===== config.mk =====
export PLATFORM = sky130hd
export DESIGN_NAME = sorted_list_insert_delete_flat
export DESIGN_NICKNAME = d
export VERILOG_FILES = /design/src/hw/rtl/sli_pkg.sv /design/src/hw/rtl/sli_if.sv /design/src/hw/rtl/sli_cell.sv /design/src/hw/rtl/sli_chain.sv /design/src/hw/rtl/sorted_list_insert_delete.sv /design/src/flat_wrapper.sv
export SDC_FILE = /design/constraint.sdc
export NUM_CORES = 2
export LEC_CHECK = 0
export BUFFER_PORTS_ARGS = -buffer_cell sky130_fd_sc_hd__buf_2
export CAP_MARGIN = 10
export CORE_MARGIN = 5
export CORE_UTILIZATION = 30
export DETAILED_ROUTE_END_ITERATION = 8
export PLACE_DENSITY = 0.43
export SLEW_MARGIN = 10
export SYNTH_ARGS = -nofsm -noshare
export SYNTH_HDL_FRONTEND = slang
export SYNTH_HIERARCHICAL = 1
export SYNTH_SLANG_ARGS = --single-unit

===== constraint.sdc =====
create_clock -name clk_i -period 20.4 [get_ports clk_i]
set_clock_uncertainty 0.2 [all_clocks]
set_input_delay 1.02 -clock clk_i [delete_from_list [all_inputs] [get_ports clk_i]]
set_output_delay 1.02 -clock clk_i [all_outputs]
set_load 0.05 [all_outputs]

===== src/hw/rtl/sli_pkg.sv =====
// sli_pkg: shared types and constants of the sorted list block
// used by the channel interfaces, the cell chain and the top level
package sli_pkg;

  // default depth of the list
  localparam int unsigned CAPACITY_DEF = 16;

  // fixed field widths of the request and result words
  localparam int unsigned VALUE_W     = 32;
  localparam int unsigned REQ_W       = 2;
  localparam int unsigned STATUS_W    = 2;
  localparam int unsigned ENTRY_CNT_W = 5;

  typedef logic signed [VALUE_W-1:0] sli_val_t;

  // request codes; the fourth code is unused
  typedef enum logic [REQ_W-1:0] {
    REQ_INSERT = 2'd0,
    REQ_DELETE = 2'd1,
    REQ_DUMP   = 2'd2
  } sli_req_e;

  // result status codes
  typedef enum logic [STATUS_W-1:0] {
    ST_OK        = 2'd0,
    ST_NOT_FOUND = 2'd1,
    ST_EMPTY     = 2'd2,
    ST_FULL      = 2'd3
  } sli_status_e;

  // operation broadcast to every cell
  typedef enum logic [1:0] {
    OP_HOLD,
    OP_INS,
    OP_DEL,
    OP_ROT
  } sli_op_e;

  typedef struct packed {
    sli_op_e  op;
    sli_val_t value;
  } sli_ctrl_t;

endpackage


===== src/hw/rtl/sli_if.sv =====
// sli_if: valid/ready channel interfaces for request and result words
// depends on sli_pkg for the value type and the field widths
interface sli_req_if;
  import sli_pkg::*;

  logic                   valid;
  logic                   ready;
  logic [REQ_W-1:0]       req_type;
  sli_val_t               value;

  modport source (output valid, output req_type, output value, input ready);
  modport sink   (input valid, input req_type, input value, output ready);
endinterface

interface sli_rsp_if;
  import sli_pkg::*;

  logic                   valid;
  logic                   ready;
  logic [STATUS_W-1:0]    status;
  sli_val_t               entry_value;
  logic                   is_last;
  logic [ENTRY_CNT_W-1:0] entry_count;

  modport source (output valid, output status, output entry_value, output is_last,
                  output entry_count, input ready);
  modport sink   (input valid, input status, input entry_value, input is_last,
                  input entry_count, output ready);
endinterface


===== src/hw/rtl/sli_cell.sv =====
// sli_cell: one slot of the sorted list, holds a value and a valid bit
// compares against the broadcast value and trades data with its neighbors; uses sli_pkg
module sli_cell (
  input  logic              clk_i,
  input  logic              rst_ni,
  input  sli_pkg::sli_ctrl_t ctrl_i,
  input  sli_pkg::sli_val_t prev_value_i,
  input  logic              prev_valid_i,
  input  logic              prev_lt_i,
  input  sli_pkg::sli_val_t next_value_i,
  input  logic              next_valid_i,
  input  sli_pkg::sli_val_t head_value_i,
  output sli_pkg::sli_val_t value_o,
  output logic              valid_o,
  output logic              lt_o,
  output logic              eq_o
);
  import sli_pkg::*;

  sli_val_t value_q, value_d;
  logic     valid_q, valid_d;

  // compare stored entry with the broadcast value
  assign lt_o = valid_q && (value_q < ctrl_i.value);
  assign eq_o = valid_q && (value_q == ctrl_i.value);

  // next contents per operation
  always_comb begin
    value_d = value_q;
    valid_d = valid_q;
    case (ctrl_i.op)
      OP_INS: begin
        // cells at or past the insert point take the new value or shift right
        if (!lt_o) begin
          value_d = prev_lt_i ? ctrl_i.value : prev_value_i;
          valid_d = valid_q | prev_valid_i;
        end
      end
      OP_DEL: begin
        // cells at or past the first match shift left
        if (!lt_o) begin
          value_d = next_value_i;
          valid_d = next_valid_i;
        end
      end
      OP_ROT: begin
        // rotate valid entries left, the head value wraps to the last valid cell
        if (valid_q) begin
          value_d = next_valid_i ? next_value_i : head_value_i;
        end
      end
      default: begin
        value_d = value_q;
        valid_d = valid_q;
      end
    endcase
  end

  always_ff @(posedge clk_i or negedge rst_ni) begin
    if (!rst_ni) begin
      valid_q <= 1'b0;
    end else begin
      valid_q <= valid_d;
    end
  end

  // payload, no reset
  always_ff @(posedge clk_i) begin
    value_q <= value_d;
  end

  assign value_o = value_q;
  assign valid_o = valid_q;

endmodule


===== src/hw/rtl/sli_chain.sv =====
// sli_chain: row of sli_cell slots wired to their neighbors
// depends on sli_pkg and sli_cell
module sli_chain #(
  parameter int unsigned CAPACITY = sli_pkg::CAPACITY_DEF
) (
  input  logic               clk_i,
  input  logic               rst_ni,
  input  sli_pkg::sli_ctrl_t ctrl_i,
  output sli_pkg::sli_val_t  head_value_o,
  output logic               eq_any_o,
  output logic [CAPACITY-1:0] valid_o
);
  import sli_pkg::*;

  sli_val_t            cell_value [CAPACITY];
  logic [CAPACITY-1:0] cell_valid;
  logic [CAPACITY-1:0] cell_lt;
  logic [CAPACITY-1:0] cell_eq;

  // build the row; the head sees an always-smaller left neighbor
  for (genvar i = 0; i < CAPACITY; i++) begin : g_cell
    sli_val_t prev_value, next_value;
    logic     prev_valid, prev_lt, next_valid;

    if (i == 0) begin : g_head
      assign prev_value = '0;
      assign prev_valid = 1'b1;
      assign prev_lt    = 1'b1;
    end else begin : g_body
      assign prev_value = cell_value[i-1];
      assign prev_valid = cell_valid[i-1];
      assign prev_lt    = cell_lt[i-1];
    end

    if (i == CAPACITY - 1) begin : g_tail
      assign next_value = '0;
      assign next_valid = 1'b0;
    end else begin : g_mid
      assign next_value = cell_value[i+1];
      assign next_valid = cell_valid[i+1];
    end

    sli_cell u_cell (
      .clk_i        (clk_i),
      .rst_ni       (rst_ni),
      .ctrl_i       (ctrl_i),
      .prev_value_i (prev_value),
      .prev_valid_i (prev_valid),
      .prev_lt_i    (prev_lt),
      .next_value_i (next_value),
      .next_valid_i (next_valid),
      .head_value_i (cell_value[0]),
      .value_o      (cell_value[i]),
      .valid_o      (cell_valid[i]),
      .lt_o         (cell_lt[i]),
      .eq_o         (cell_eq[i])
    );
  end

  assign head_value_o = cell_value[0];
  assign eq_any_o     = |cell_eq;
  assign valid_o      = cell_valid;

endmodule


===== src/hw/rtl/sorted_list_insert_delete.sv =====
// sorted_list_insert_delete: ascending list of signed values held in a row of cells
// insert and delete: accept, then an update step with the result registered, held while the output slot is full
// a dump of N entries: accept, a decode step, then one word per cycle while the output
// slot is free, as the row rotates past the head
// one request at a time; each step is a single broadcast compare-and-shift across all cells
// reset clears the count and every cell valid bit; entry contents are not cleared
// depends on sli_pkg, sli_if and sli_chain
module sorted_list_insert_delete #(
  parameter int unsigned CAPACITY = sli_pkg::CAPACITY_DEF
) (
  input  logic      clk_i,
  input  logic      rst_ni,
  sli_req_if.sink   req_i,
  sli_rsp_if.source rsp_o
);
  import sli_pkg::*;

  localparam int unsigned CNT_W = $clog2(CAPACITY + 1);

  typedef enum logic [1:0] {
    S_IDLE,
    S_EXEC,
    S_DUMP
  } state_e;

  state_e                 state_q;
  logic [REQ_W-1:0]       req_q;
  sli_val_t               val_q;
  logic [CNT_W-1:0]       count_q, count_d;
  logic [CNT_W-1:0]       idx_q;

  logic                   out_valid_q;
  logic [STATUS_W-1:0]    out_status_q;
  sli_val_t               out_value_q;
  logic                   out_last_q;
  logic [ENTRY_CNT_W-1:0] out_count_q;

  sli_ctrl_t              ctrl;
  sli_op_e                exec_op;
  sli_status_e            exec_status;
  sli_val_t               head_value;
  logic                   eq_any;
  logic [CAPACITY-1:0]    cell_valid;
  logic                   slot_free;
  logic                   req_fire;
  logic                   dump_last;
  logic                   out_load;

  assign slot_free = !out_valid_q || rsp_o.ready;
  assign req_fire  = req_i.valid && req_i.ready;
  assign dump_last = (idx_q + CNT_W'(1)) == count_q;

  // a new result word enters the output register
  assign out_load = slot_free &&
                    ((state_q == S_EXEC && !(req_q == REQ_DUMP && count_q != '0)) ||
                     state_q == S_DUMP);

  // decode the held request against the current list
  always_comb begin
    exec_op     = OP_HOLD;
    exec_status = ST_OK;
    count_d     = count_q;
    case (req_q)
      REQ_INSERT: begin
        if (count_q >= CNT_W'(CAPACITY)) begin
          exec_status = ST_FULL;
        end else begin
          exec_op = OP_INS;
          count_d = count_q + CNT_W'(1);
        end
      end
      REQ_DELETE: begin
        if (count_q == '0) begin
          exec_status = ST_EMPTY;
        end else if (!eq_any) begin
          exec_status = ST_NOT_FOUND;
        end else begin
          exec_op = OP_DEL;
          count_d = count_q - CNT_W'(1);
        end
      end
      REQ_DUMP: begin
        if (count_q == '0) begin
          exec_status = ST_EMPTY;
        end
      end
      default: begin
        exec_status = ST_OK;
      end
    endcase
  end

  // operation broadcast to the row
  always_comb begin
    ctrl.value = val_q;
    ctrl.op    = OP_HOLD;
    if (state_q == S_EXEC && slot_free) begin
      ctrl.op = exec_op;
    end else if (state_q == S_DUMP && slot_free) begin
      ctrl.op = OP_ROT;
    end
  end

  sli_chain #(
    .CAPACITY (CAPACITY)
  ) u_chain (
    .clk_i        (clk_i),
    .rst_ni       (rst_ni),
    .ctrl_i       (ctrl),
    .head_value_o (head_value),
    .eq_any_o     (eq_any),
    .valid_o      (cell_valid)
  );

  // sequencer and result word register
  always_ff @(posedge clk_i or negedge rst_ni) begin
    if (!rst_ni) begin
      state_q      <= S_IDLE;
      req_q        <= '0;
      val_q        <= '0;
      count_q      <= '0;
      idx_q        <= '0;
      out_valid_q  <= 1'b0;
      out_status_q <= '0;
      out_value_q  <= '0;
      out_last_q   <= 1'b0;
      out_count_q  <= '0;
    end else begin
      if (out_load) begin
        out_valid_q <= 1'b1;
      end else if (rsp_o.ready) begin
        out_valid_q <= 1'b0;
      end
      case (state_q)
        S_IDLE: begin
          if (req_fire) begin
            req_q   <= req_i.req_type;
            val_q   <= req_i.value;
            state_q <= S_EXEC;
          end
        end
        S_EXEC: begin
          if (req_q == REQ_DUMP && count_q != '0) begin
            idx_q   <= '0;
            state_q <= S_DUMP;
          end else if (slot_free) begin
            count_q      <= count_d;
            out_status_q <= exec_status;
            out_value_q  <= '0;
            out_last_q   <= 1'b1;
            out_count_q  <= ENTRY_CNT_W'(count_d);
            state_q      <= S_IDLE;
          end
        end
        S_DUMP: begin
          if (slot_free) begin
            out_status_q <= ST_OK;
            out_value_q  <= head_value;
            out_last_q   <= dump_last;
            out_count_q  <= ENTRY_CNT_W'(count_q);
            idx_q        <= idx_q + CNT_W'(1);
            if (dump_last) begin
              state_q <= S_IDLE;
            end
          end
        end
        default: begin
          state_q <= S_IDLE;
        end
      endcase
    end
  end

  assign req_i.ready       = (state_q == S_IDLE);
  assign rsp_o.valid       = out_valid_q;
  assign rsp_o.status      = out_status_q;
  assign rsp_o.entry_value = out_value_q;
  assign rsp_o.is_last     = out_last_q;
  assign rsp_o.entry_count = out_count_q;

  // expected valid mask from the count
  logic [CAPACITY-1:0] valid_mask;
  for (genvar i = 0; i < CAPACITY; i++) begin : g_mask
    assign valid_mask[i] = (CNT_W'(i) < count_q);
  end

  // cell valid bits always form a prefix as long as the count
  a_valid_prefix: assert property (@(posedge clk_i) disable iff (!rst_ni)
    cell_valid == valid_mask)
    else $error("cell valid bits disagree with entry count");

  // count moves by at most one per cycle
  a_count_step: assert property (@(posedge clk_i) disable iff (!rst_ni)
    (count_q != $past(count_q)) |->
      (count_q == $past(count_q) + CNT_W'(1) || count_q == $past(count_q) - CNT_W'(1)))
    else $error("entry count jumped");

  // count never exceeds capacity
  a_count_cap: assert property (@(posedge clk_i) disable iff (!rst_ni)
    count_q <= CNT_W'(CAPACITY))
    else $error("entry count above capacity");

  // a dump only walks a non-empty list and stays within it
  a_dump_range: assert property (@(posedge clk_i) disable iff (!rst_ni)
    (state_q == S_DUMP) |-> (count_q != '0 && idx_q < count_q))
    else $error("dump index out of range");

endmodule


===== src/flat_wrapper.sv =====
// flat-port wrapper written by rule: the top's interface ports become plain ports
module sorted_list_insert_delete_flat import sli_pkg::*;
#(
  parameter int unsigned CAPACITY = sli_pkg::CAPACITY_DEF
)
  (clk_i, rst_ni, req_i_valid, req_i_req_type, req_i_value, req_i_ready, rsp_o_valid, rsp_o_status, rsp_o_entry_value, rsp_o_is_last, rsp_o_entry_count, rsp_o_ready);
  sli_req_if req_i_i ();
  sli_rsp_if rsp_o_i ();
  input  logic clk_i;
  input  logic rst_ni;
  input wire logic [$bits(req_i_i.valid)-1:0] req_i_valid;
  input wire logic [$bits(req_i_i.req_type)-1:0] req_i_req_type;
  input wire logic [$bits(req_i_i.value)-1:0] req_i_value;
  output wire logic [$bits(req_i_i.ready)-1:0] req_i_ready;
  output wire logic [$bits(rsp_o_i.valid)-1:0] rsp_o_valid;
  output wire logic [$bits(rsp_o_i.status)-1:0] rsp_o_status;
  output wire logic [$bits(rsp_o_i.entry_value)-1:0] rsp_o_entry_value;
  output wire logic [$bits(rsp_o_i.is_last)-1:0] rsp_o_is_last;
  output wire logic [$bits(rsp_o_i.entry_count)-1:0] rsp_o_entry_count;
  input wire logic [$bits(rsp_o_i.ready)-1:0] rsp_o_ready;
  assign req_i_i.valid = req_i_valid;
  assign req_i_i.req_type = req_i_req_type;
  assign req_i_i.value = req_i_value;
  assign req_i_ready = req_i_i.ready;
  assign rsp_o_valid = rsp_o_i.valid;
  assign rsp_o_status = rsp_o_i.status;
  assign rsp_o_entry_value = rsp_o_i.entry_value;
  assign rsp_o_is_last = rsp_o_i.is_last;
  assign rsp_o_entry_count = rsp_o_i.entry_count;
  assign rsp_o_i.ready = rsp_o_ready;
  sorted_list_insert_delete #(.CAPACITY(CAPACITY)) u_core (.clk_i(clk_i), .rst_ni(rst_ni), .req_i(req_i_i), .rsp_o(rsp_o_i));
endmodule

After elaboration in Yosys (flattened, before gate mapping)
Cells that the tools add are included.
{"block": "word_totals", "input_bits": 38, "reg_bits": 615}
{"block": "op_classes", "bitwise": 16, "n_lt_le_gt_ge": 17, "add_sub_neg": 3, "n_eq_ne": 79, "mux": 183, "reduce_logical": 88}
{"cell": "32-bit 2-to-1 mux", "n": 81}
{"cell": "32-bit one-hot mux with 3 select lines", "n": 16}
{"cell": "32-bit == test", "n": 16}
{"cell": "32-bit < comparator", "n": 16}
{"cell": "2-bit != test (second input constant)", "n": 35}
{"cell": "4-bit AND reduction", "n": 17}
{"cell": "32-bit one-hot mux with 2 select lines", "n": 1}
{"cell": "3-bit AND reduction", "n": 18}
{"cell": "5-bit 2-to-1 mux", "n": 8}
{"cell": "1-bit 2-to-1 mux", "n": 39}
{"cell": "1-bit logical AND", "n": 38}
{"cell": "2-bit by 1-bit != test with 1-bit output (second input constant)", "n": 19}
{"cell": "1-bit one-hot mux with 2 select lines", "n": 17}
{"cell": "5-bit one-hot mux with 2 select lines", "n": 3}
{"cell": "2-bit 2-to-1 mux", "n": 14}
{"cell": "16-bit OR reduction", "n": 1}
{"cell": "1-bit OR", "n": 15}
{"cell": "2-bit one-hot mux with 3 select lines", "n": 2}
{"cell": "5-bit by 1-bit adder with 5-bit output (second input constant)", "n": 2}
{"cell": "2-bit == test (second input constant)", "n": 4}
{"cell": "2-bit one-hot mux with 2 select lines", "n": 2}
{"cell": "2-bit by 1-bit == test with 1-bit output (second input constant)", "n": 3}
{"cell": "2-bit nonzero test", "n": 3}
{"cell": "5-bit == test", "n": 1}
{"cell": "12 further kinds", "n": 15}

Depth between registers and ports, before layout
{"block": "depth", "ltp_word": 10, "ltp_mapped": 16, "ltp_nobuf": 14}

Modules after synthesis
Netlist, hierarchy kept.
{"module": "sli_cell (u_core.u_chain.g_cell[0].u_cell ...)", "cells_each": 306, "area_per_inst_um2": 2874.0, "instances": 14}
{"module": "sli_cell (u_core.u_chain.g_cell[8].u_cell ...)", "cells_each": 304, "area_per_inst_um2": 2869.0, "instances": 2}
{"module": "sorted_list_insert_delete", "cells_each": 296, "area_per_inst_um2": 3758.6, "instances": 1}
{"module": "sli_chain", "cells_each": 23, "area_per_inst_um2": 158.9, "instances": 1}

Worst setup path after synthesis
No wires, ideal clock.
{"block": "synth_path", "kind": "input port to flip-flop", "from": "input rsp_o_ready", "to": "register u_core.u_chain.g_cell[0].u_cell.value_q[0] (enable)", "stages": 4, "arrival_ns": 7.523, "setup_slack_ns": 12.216, "path_cell_list": "nor2b_1 -> a21oi_1 -> a221oi_1 -> nor3_1"}
{"element": "start, declared", "line": "flat_wrapper.sv:20", "rtl": "input wire logic [$bits(rsp_o_i.ready)-1:0] rsp_o_ready;"}
{"element": "end signal, assigned", "line": "sli_cell.sv:69", "rtl": "value_q <= value_d;"}
{"element": "end, declared", "line": "sli_cell.sv:20", "rtl": "sli_val_t value_q, value_d;"}

==> results.py <==
metrics = {
    "die": {
        "fp.dieH_um": 417.3,
        "fp.dieW_um": 417.3,
        "dieArea_um2": 174200,
        "io_pins": 80,
        "rows": 149,
        "fp.coreArea_um2": 165000,
        "initial_core_util": 0.3017,
    },
    "worst_setup_path": {
        "cpMostUsedCell": "buf_4",
        "cp-start-kind": "flip-flop",
        "path_class": "flip-flop to flip-flop",
        "cp_max_fo": 206,
        "crit_chain": "buf_4, inv_1, ha_1, nand4_1, nor4_1, and4_1, nor4_1, nand4_1, nand2_1, nor2_1, nand3_1, a21oi_4, buf_4, buf_4, buf_12, buf_4, buf_4, a21oi_1",
        "slowest_delay_ns": 1.10,
        "crit_buf_inv": 7,
        "reg2reg_depth": 18,
        "r2r-start": "u_core/val_q[31]",
        "cp.arrival_ns": 9.06,
        "worstPathRequired_ns": 20.58,
        "rrSetupSlack_ns": 11.52,
        "timing.rr.end": "u_core/u_chain/g_cell[15].u_cell/value_o[10]",
        "cp-end-kind": "flip-flop",
        "crit_family": "buffers and inverters",
        "crit_slowest_cell": "nor4_1",
    },
    "drt": {
        "via_count": 40130,
        "post-route-drc-count": 0,
        "routed_wirelength_um": 163400,
        "via_per_inst": 5.366,
        "firstDrtPassIters": 5,
        "routedWlPerCell_um": 21.85,
        "ant_nets": 0,
        "drt_iter0_drc": 2293,
    },
    "grt": {
        "grt_busiest_layer": "met2",
        "use_met2": 0.2810,
        "grt_max_degree": 207,
        "grt_pass1_wl_um": 250600,
        "antenna_found_initial": 10,
        "met3_usage": 0.02630,
        "grt_usage": 0.1822,
        "grt_pass1_vias": 40310,
        "grt_use_met1": 0.2698,
        "grt.overflow.total": 0,
    },
    "place": {
        "routabilityCongestion": 0.8089,
        "place_ws_ns": 11.71,
        "place_hpwl_um": 118000,
        "numPortBuffers": 79,
        "place_inst": 7323,
    },
    "clock_network": {
        "clockBufferDepth": 3,
        "ctsRootBufferMaster": "clkbuf_16",
        "cts_setup_buffers": 0,
        "clock_latency_ns": 0.69,
        "ctsHoldBuffers": 0,
        "numCtsBuffers": 81,
        "h-tree-depth": 3,
        "path_clk_slew_ns": 0.06,
        "clock_sink_count": 615,
        "cts_tree": "yes",
        "ctsResizeCount": 0,
    },
    "timing": {
        "tightest_slew_ns": 1.329,
        "holdWs_ns": 0.08297,
        "setup-tns-final_ns": 0,
        "rsz0062_at_grt": "false",
        "fin_crit_sh": 0.4353,
        "slew_headroom": 0.1058,
        "finalSetupViolCount": 0,
        "fmax_mhz": 112.6,
        "hold_viol": 0,
        "period_needed_ns": 8.880,
        "final.setup.worst_slack_ns": 11.52,
        "maxSlewViolCount": 0,
    },
    "layout": {
        "final_cells": 7478,
        "area_growth_pct": 11.95,
        "drive_above_1_share": 0.08551,
        "final_nets": 5770,
    },
    "yosys": {
        "postSynthAreaPerCell_um2": 9.581,
        "ys.warnings.count": 6,
        "netlist_area_um2": 49770,
        "syn_inst": 5195,
    },
    "hold_path": {
        "hold_class": "primary input to async pin",
    },
    "flow_run": {
        "cap_violations": 0,
    },
    "outcome": {
        "status": "finished clean",
    },
}
## registers in the layout (all words and copies together) (netlist names)
| name | flops |
|---|---|
| u_core/req_q | 2 |
| u_core/rsp_o.is_last | 1 |
| u_core/rsp_o.entry_value | 32 |
| u_core/idx_q | 5 |
| u_core/state_q | 2 |
| u_core/rsp_o.valid | 1 |
| u_core/val_q | 32 |
| u_core/rsp_o.status | 2 |
| u_core/u_chain/g_cell.u_cell/valid_o | 16 |
| u_core/count_q | 5 |
| u_core/u_chain/g_cell.u_cell/value_o | 512 |
| u_core/rsp_o.entry_count | 5 |
## through the flow
step | area (um2) | utilization
6_report | 55720 | 0.3377
5_1_grt | 55710 | 0.3377
4_1_cts | 55710 | 0.3377
3_5_place_dp | 53120 | 0.3220
3_3_place_gp | 53120 | 0.3220
2_1_floorplan | 50020 | -
## metal layers
metal | up-vias | share of wire | wire, um
li1 | 19400 | - | -
met1 | 19920 | 0.51 | 82940
met2 | 631 | 0.43 | 70650
met3 | 166 | 0.040 | 6460
met4 | 8 | 0.020 | 3285
met5 | - | 0.00031 | 50
## how the worst max path moves through the flow
stage	cells after the start	end	from	slack [ns]
3_3_place_gp	18	u_core/u_chain/g_cell[14].u_cell/value_o[4]	u_core/val_q[23]	11.74
2_1_floorplan	4	u_core/u_chain/g_cell[0].u_cell/value_o[0]	rsp_o_ready	12.22
4_1_cts	18	u_core/u_chain/g_cell[15].u_cell/value_o[10]	u_core/val_q[26]	11.67
3_5_place_dp	18	u_core/u_chain/g_cell[13].u_cell/value_o[13]	u_core/val_q[26]	11.71
6_report	18	u_core/u_chain/g_cell[15].u_cell/value_o[10]	u_core/val_q[31]	11.52
5_1_grt	19	u_core/u_chain/g_cell[13].u_cell/value_o[5]	u_core/val_q[26]	11.07
## placed cells by master, fill, tap and decap left out, drive strengths merged, types with 110 or more instances in the layout
master and n:
a211oi 529, edfxtp 512, mux2i 514, inv 539, buf 195, ha 515
a21oi 753, nand2 138, clkbuf 110, nor2b 534
## layout make-up
cell class                      instances  area (um2)
Fill cell                           17030      109300
Multi-Input combinational cell       3791       29120
Clock inverter                         42       340.3
Tap cell                             2189        2739
Timing Repair Buffer                  195        1310
Antenna cell                            3       7.507
Clock buffer                          110        2248
Inverter                              533        2001
Sequential cell                       615       17950
Power is left out: the tool's default activity adds up to more than one toggle a clock period on the data nets, which glitch-free logic cannot reach.
